### src/sv/gtp_pkg.sv
`timescale 1ns / 1ps
// Shared types, widths and constants of the go-to-point wheel command block.
package gtp_pkg;

  // Number of CORDIC micro-rotations for the aim angle (8 to 24)
  localparam int ATAN_STEPS = 16;
  localparam int ATAN_N     = 24;

  // Datapath widths
  localparam int CW = 28;   // CORDIC x/y, mm * 256 with gain headroom
  localparam int ZW = 24;   // CORDIC angle, centidegree / 256
  localparam int QW = 25;   // square root result, mm in Q.8
  localparam int RW = 51;   // square root remainder and trial value

  // Core pipeline depth: longest of the rotation and root recurrences
  localparam int NCORE = (ATAN_STEPS > QW) ? ATAN_STEPS : QW;

  // Arctangent table, centidegree / 256
  localparam logic [20:0] ATAN_TAB [ATAN_N] = '{
    21'd1152000, 21'd680065, 21'd359328, 21'd182400, 21'd91554, 21'd45822,
    21'd22916,   21'd11459,  21'd5730,   21'd2865,   21'd1432,  21'd716,
    21'd358,     21'd179,    21'd90,     21'd45,     21'd22,    21'd11,
    21'd6,       21'd3,      21'd1,      21'd1,      21'd0,     21'd0
  };

  localparam logic signed [ZW-1:0] Z_PREROT = 24'sd2304000;  // 90 degrees
  localparam logic signed [ZW-1:0] Z_MAX    = 24'sd4608000;  // 180 degrees

  localparam logic [30:0] MAX31 = '1;

  // floor(x / 25) for x < 2^29: (x * TURN_MAGIC) >> 34
  localparam logic [29:0] TURN_MAGIC = 30'd687194768;
  // floor(x / 625) for x < 2^41: (x * SPD_MAGIC) >> 51
  localparam logic [41:0] SPD_MAGIC  = 42'd3602879701897;
  // speed saturates when (product >> 20) reaches 625 * 2^31
  localparam logic [41:0] SPD_LIMIT  = 42'd1342177280000;

  // Register indexes
  localparam logic [2:0] CFG_TPM_L  = 3'd0;
  localparam logic [2:0] CFG_TPM_R  = 3'd1;
  localparam logic [2:0] CFG_TPD_L  = 3'd2;
  localparam logic [2:0] CFG_TPD_R  = 3'd3;
  localparam logic [2:0] CFG_ACCEL  = 3'd4;
  localparam logic [2:0] CFG_DECEL  = 3'd5;
  localparam logic [2:0] CFG_OBST   = 3'd6;

  typedef struct packed {
    logic [31:0] tpm_l;
    logic [31:0] tpm_r;
    logic [31:0] tpd_l;
    logic [31:0] tpd_r;
    logic [15:0] accel;
    logic [15:0] decel;
    logic        obstacle;
  } cfg_t;

  typedef struct packed {
    logic signed [15:0] robot_x;
    logic signed [15:0] robot_y;
    logic signed [15:0] heading;
    logic [31:0]        enc_l;
    logic [31:0]        enc_r;
    logic signed [15:0] goal_x;
    logic signed [15:0] goal_y;
    logic [15:0]        tol;
    logic               rev;
    logic [15:0]        vmax;
  } in_t;

  // Item fields that ride along the pipeline
  typedef struct packed {
    logic signed [15:0] heading;
    logic [31:0]        enc_l;
    logic [31:0]        enc_r;
    logic               rev;
    logic [15:0]        vmax;
    logic               dy_neg;
    logic               arrived;
  } side_t;

  typedef struct packed {
    logic signed [CW-1:0] x;
    logic signed [CW-1:0] y;
    logic signed [ZW-1:0] z;
    logic [RW-1:0]        rem;
    logic [QW-1:0]        root;
    side_t                side;
  } core_t;

  typedef struct packed {
    logic               arrived;
    logic               command_valid;
    logic [30:0]        left_accel;
    logic [30:0]        left_speed;
    logic [30:0]        left_decel;
    logic [31:0]        left_goal;
    logic [30:0]        right_accel;
    logic [30:0]        right_speed;
    logic [30:0]        right_decel;
    logic [31:0]        right_goal;
    logic signed [15:0] aim;
    logic signed [15:0] err;
  } res_t;

endpackage

### src/sv/gtp_front.sv
`timescale 1ns / 1ps
// Front end: offsets, squared distance, arrival test and CORDIC/root setup.
module gtp_front (
  input  logic           clk,
  input  logic           rst,
  input  logic           in_valid,
  input  gtp_pkg::in_t   in_item,
  output logic           out_valid,
  output gtp_pkg::core_t out_item
);
  import gtp_pkg::*;

  // stage 1: offsets to the target
  logic               v1;
  logic signed [16:0] dx1, dy1;
  logic [15:0]        tol1;
  side_t              sd1;

  always_ff @(posedge clk) begin
    if (rst) begin
      v1 <= 1'b0;
    end else begin
      v1 <= in_valid;
    end
    dx1  <= {in_item.goal_x[15], in_item.goal_x} - {in_item.robot_x[15], in_item.robot_x};
    dy1  <= {in_item.goal_y[15], in_item.goal_y} - {in_item.robot_y[15], in_item.robot_y};
    tol1 <= in_item.tol;
    sd1.heading <= in_item.heading;
    sd1.enc_l   <= in_item.enc_l;
    sd1.enc_r   <= in_item.enc_r;
    sd1.rev     <= in_item.rev;
    sd1.vmax    <= in_item.vmax;
    sd1.dy_neg  <= 1'b0;
    sd1.arrived <= 1'b0;
  end

  // stage 2: squares and the quadrant prerotation
  logic                 v2;
  logic [31:0]          dxsq2, dysq2, tol2;
  logic signed [CW-1:0] x2, y2;
  logic signed [ZW-1:0] z2;
  side_t                sd2;

  logic signed [33:0]   sqx, sqy;
  logic signed [16:0]   ady;
  logic signed [CW-1:0] xs, ys, xi, yi;
  logic signed [ZW-1:0] zi;
  side_t                sdn2;

  always_comb begin
    sqx = dx1 * dx1;
    sqy = dy1 * dy1;
    ady = dy1[16] ? -dy1 : dy1;
    xs  = CW'(dx1) <<< 8;
    ys  = CW'(ady) <<< 8;
    if (dx1[16]) begin
      xi = ys;
      yi = -xs;
      zi = Z_PREROT;
    end else begin
      xi = xs;
      yi = ys;
      zi = '0;
    end
    sdn2        = sd1;
    sdn2.dy_neg = dy1[16];
  end

  always_ff @(posedge clk) begin
    if (rst) begin
      v2 <= 1'b0;
    end else begin
      v2 <= v1;
    end
    dxsq2 <= sqx[31:0];
    dysq2 <= sqy[31:0];
    tol2  <= 32'(tol1) * 32'(tol1);
    x2    <= xi;
    y2    <= yi;
    z2    <= zi;
    sd2   <= sdn2;
  end

  // stage 3: squared distance, arrival compare, root operand
  logic [32:0] d2;
  side_t       sdn3;

  always_comb begin
    d2           = 33'(dxsq2) + 33'(dysq2);
    sdn3         = sd2;
    sdn3.arrived = (d2 <= 33'(tol2));
  end

  always_ff @(posedge clk) begin
    if (rst) begin
      out_valid <= 1'b0;
    end else begin
      out_valid <= v2;
    end
    out_item.x    <= x2;
    out_item.y    <= y2;
    out_item.z    <= z2;
    out_item.rem  <= RW'({d2, 16'b0});
    out_item.root <= '0;
    out_item.side <= sdn3;
  end

endmodule

### config.mk
export PLATFORM = sky130hd
export DESIGN_NAME = gtp_front
export DESIGN_NICKNAME = d
export VERILOG_FILES = /design/src/sv/gtp_pkg.sv /design/src/sv/gtp_front.sv
export SDC_FILE = /design/constraint.sdc
export NUM_CORES = 2
export LEC_CHECK = 0
export BUFFER_PORTS_ARGS = -buffer_cell sky130_fd_sc_hd__buf_2
export CAP_MARGIN = 5
export CORE_MARGIN = 1
export CORE_UTILIZATION = 35
export CTS_CLUSTER_SIZE = 10
export DETAILED_ROUTE_END_ITERATION = 16
export PLACE_DENSITY = 0.5
export SLEW_MARGIN = 20
export SYNTH_ARGS = -nofsm -noshare
export SYNTH_HDL_FRONTEND = slang
export SYNTH_SLANG_ARGS = --single-unit
### constraint.sdc
create_clock -name clk -period 8.1 [get_ports clk]
set_clock_uncertainty 0.05 [all_clocks]
set_input_delay 0.81 -clock clk [delete_from_list [all_inputs] [get_ports clk]]
set_output_delay 0.81 -clock clk [all_outputs]
set_load 0.02 [all_outputs]
==> summary.txt <==
Clocking
  • Post-CTS Setup Inserts: 0
  • Clock Latency Late Sink: 680 ps
  • Post-cts hold buffer count: 0
  • CTS Sinks: 549
  • Reg clk slew, reported paths: 50 ps
  • CTS tree: done
  • H-Tree Depth: 3
  • Cts repair resizes: 0
  • CTS buffer count: 71
  • Root Driver: clkbuf_16
  • Bufs on Longest Clock Path: 3

Setup path
  • Worst-path maximum fanout: 16
  • CP Cell Sequence: clkinv_1 > nor2_1 > ha_1 > fa_1 > inv_1 > fa_1 > inv_1 > fa_1 > inv_1 > fa_1 > inv_1 > ha_1 > a21o_1 > a21oi_1 > o221ai_1 > a21oi_1 > o21ai_0 > a2111o_1 > a21oi_1 > o21bai_1 > xnor2_1
  • Startpoint Class: flop
  • CP max stage cell: fa_1
  • R2R Path Start: dy1[0]$_DFF_P_
  • WS Path Type: reg2reg
  • CP required: between 8000 and 9000 ps
  • Worst setup EP type: flop
  • Max incr delay on CP: 880 ps
  • Crit path from: dy1[0]$_DFF_P_
  • Worst path arrival time: 7630 ps

Job
  • Max_cap viols: 0

STA
  • Fmax: 140 MHz
  • RSZ-0062 raised after global routing: no
  • Final hold vios: 0
  • Final setup violating endpoints: 0
  • Max Slew Vio Count: 0
  • Final period util: 88.0%
  • Tmin final: 7130 ps
  • Slew HR: between 30 and 40%
  • Total negative slack: 0 ps
  • Worst Max-Slew Pin Slew: approximately 1000 ps

Synthesis
  • Synth top area cells: fa_1, dfxtp_1, ha_1, inv_1, xnor2_1
  • Post-Synth Adder-Cell Area: 43.1%
  • Count of state elements after synthesis: 549
  • Ys async rst share: 0%
  • Post-synth EDFFs: 0
  • Xor/xnor share of the synthesized area: around 4%
  • Mux contribution to synthesized area: 0.312%
  • Count leader, synth: inv_1
  • Area leader, netlist: fa_1
  • Synth top cells by count: inv_1, fa_1, dfxtp_1
  • Yosys cell types: 67
  • Compound-cell area share of the yosys netlist: 6.43%
  • Yosys top cell area share: roughly 32%
  • Post-Syn Area: 42,200 sq um
  • Simple-gate share of the synthesized area: 9.09%
  • Synth warnings: 0
  • Register area share after synthesis: 26.1%
  • Largest family of logic cells by synthesized area: adder cells
  • Post-synth top flop: dfxtp_1
  • Post-synthesis cell count: 4,165
  • Syn Area/Cell: 10.1 sq um

Floorplanning
  • Initial Utilization: between 30% and 40%
  • FP Rows: 126
  • Area of the die: 122,000 sq um
  • Ports: 436
  • Core region area: approximately 120,000 sq um
  • Horiz. Die Dim: 349 um
  • Die Height: ~350 um

Route
  • Routed wire length: 98,600 um
  • Drt drc: 0
  • Vias post-DR: 27,300
  • Vias per cell: 4.43
  • Detailed Route Iter0 Violations: approximately 1,200
  • Initial DRT Pass Iterations: 5
  • Wirelength per Cell: 16.0 um
  • Post-route ant nets: 0

Global routing
  • Vias in the first global route: 28,200
  • GR Util All Layers: 16.5%
  • First-pass GRT wire length: 156,000 um
  • Antenna violations before repair: 4
  • Largest net degree at the start of global routing: 49
  • Gr ovfl total: 0

Min path
  • HP Start: in_item[17]
  • Min-Delay Path Class: in2reg

Layout
  • Fin nets: between 5,000 and 6,000
  • Number of fill cells: 11,800
  • Layout area overhead: 13.2%
  • Layout cell share with drive strength beyond 1: a little under an eighth

Run status
  • Status: complete, no violations

Placed design
  • Input/output buffers: 357
  • RD Place Congestion: roughly 0.85
  • Dpl hpwl: between 80,000 and 90,000 um
==> final timing paths <==
kind                          end  slack (ps)  depth (start not counted)
max             dysq2[31]$_DFF_P_         970                         21
min               tol1[0]$_DFF_P_         200                          1
max reg2reg     dysq2[31]$_DFF_P_         970                         21
min reg2reg  out_item[88]$_DFF_P_         260                          0
==> registers in the layout, summed over array words and instances, names as in the netlist <==
register and count:
out_item 170, sd2 98, sd1 97, dxsq2 31, dysq2 31, tol2 31, y2 20, dx1 17
dy1 17, x2 17, tol1 16, out_valid 1, v1 1, v2 1, z2 1
==> worst max-delay path: cells and delay by family (launching register included) <==
kind	cells	cell delay, ps
compound gates	8	1560
xor+xnor	1	130
fa+ha+maj	6	3120
buf+inv	5	1010
flops	1	780
simple gates	1	340
==> layout by cell type, fill, tap and decap left out, types with 9 or more instances in the layout <==
cell type,Yosys,layout
clkbuf_16,0,71
and2_1,152,152
a2111oi_0,10,10
nand4_1,9,9
nor2_1,148,148
nor2b_1,35,35
nand3_1,34,34
ha_1,367,367
buf_4,85,30
a211oi_1,18,18
mux2_2,9,9
o21ai_0,83,83
nor3_1,39,39
conb_1,1,78
nand2b_1,27,27
nor4_1,9,9
dfxtp_1,549,548
nand2_1,277,277
xor2_1,44,44
a21oi_1,124,124
o21bai_1,15,15
inv_1,973,973
and3_1,18,18
a21o_1,64,64
fa_1,678,678
xnor2_1,146,146
or3_1,15,15
buf_2,0,357
o21a_1,27,27
==> kinds of logic after synthesis <==
group           after synthesis
flops                       549
mux                          12
buf+inv                    1157
compound gates              420
fa+ha+maj                  1045
xor+xnor                    190
simple gates                791
other cells                   1
==> metrics by stage <==
stage                     area (sq um)  hold WS [ps]  util (%)  setup slack, ps  instances
after floorplan                  42400           260         -             1430       4242
after global placement           45500           260      38.3             1040       6051
after detailed placement         45500           262      38.3              946       6051
after CTS                        47700           130      40.2              915       6155
after global routing             47700           156      40.2              422       6156
final                            47700           203      40.2              968       6158
==> layer usage <==
layer | GRT usage [%] | part of all wire, % | vias up
li1 | - | - | 13200
met1 | 21.8 | 45 | 13300
met2 | 27.1 | 47 | 598
met3 | 2.96 | 4.7 | 137
met4 | 5.66 | 2.9 | 0
met5 | 0 | 0 | -
==> final cells by class <==
type	instances	area, sq um	share of cell area, %
Clock buffer	84	1880	3.93
Clock inverter	20	362	0.757
Multi-Input combinational cell	2536	26800	56.1
Antenna cell	3	7.51	0.0157
Inverter	978	3670	7.69
Sequential cell	549	11000	23.0
Tap cell	1600	2000	4.19
Timing Repair Buffer	388	2030	4.26
Power is not shown: default switching activity piles up to over one toggle a cycle in this logic, so the estimate is an artifact.
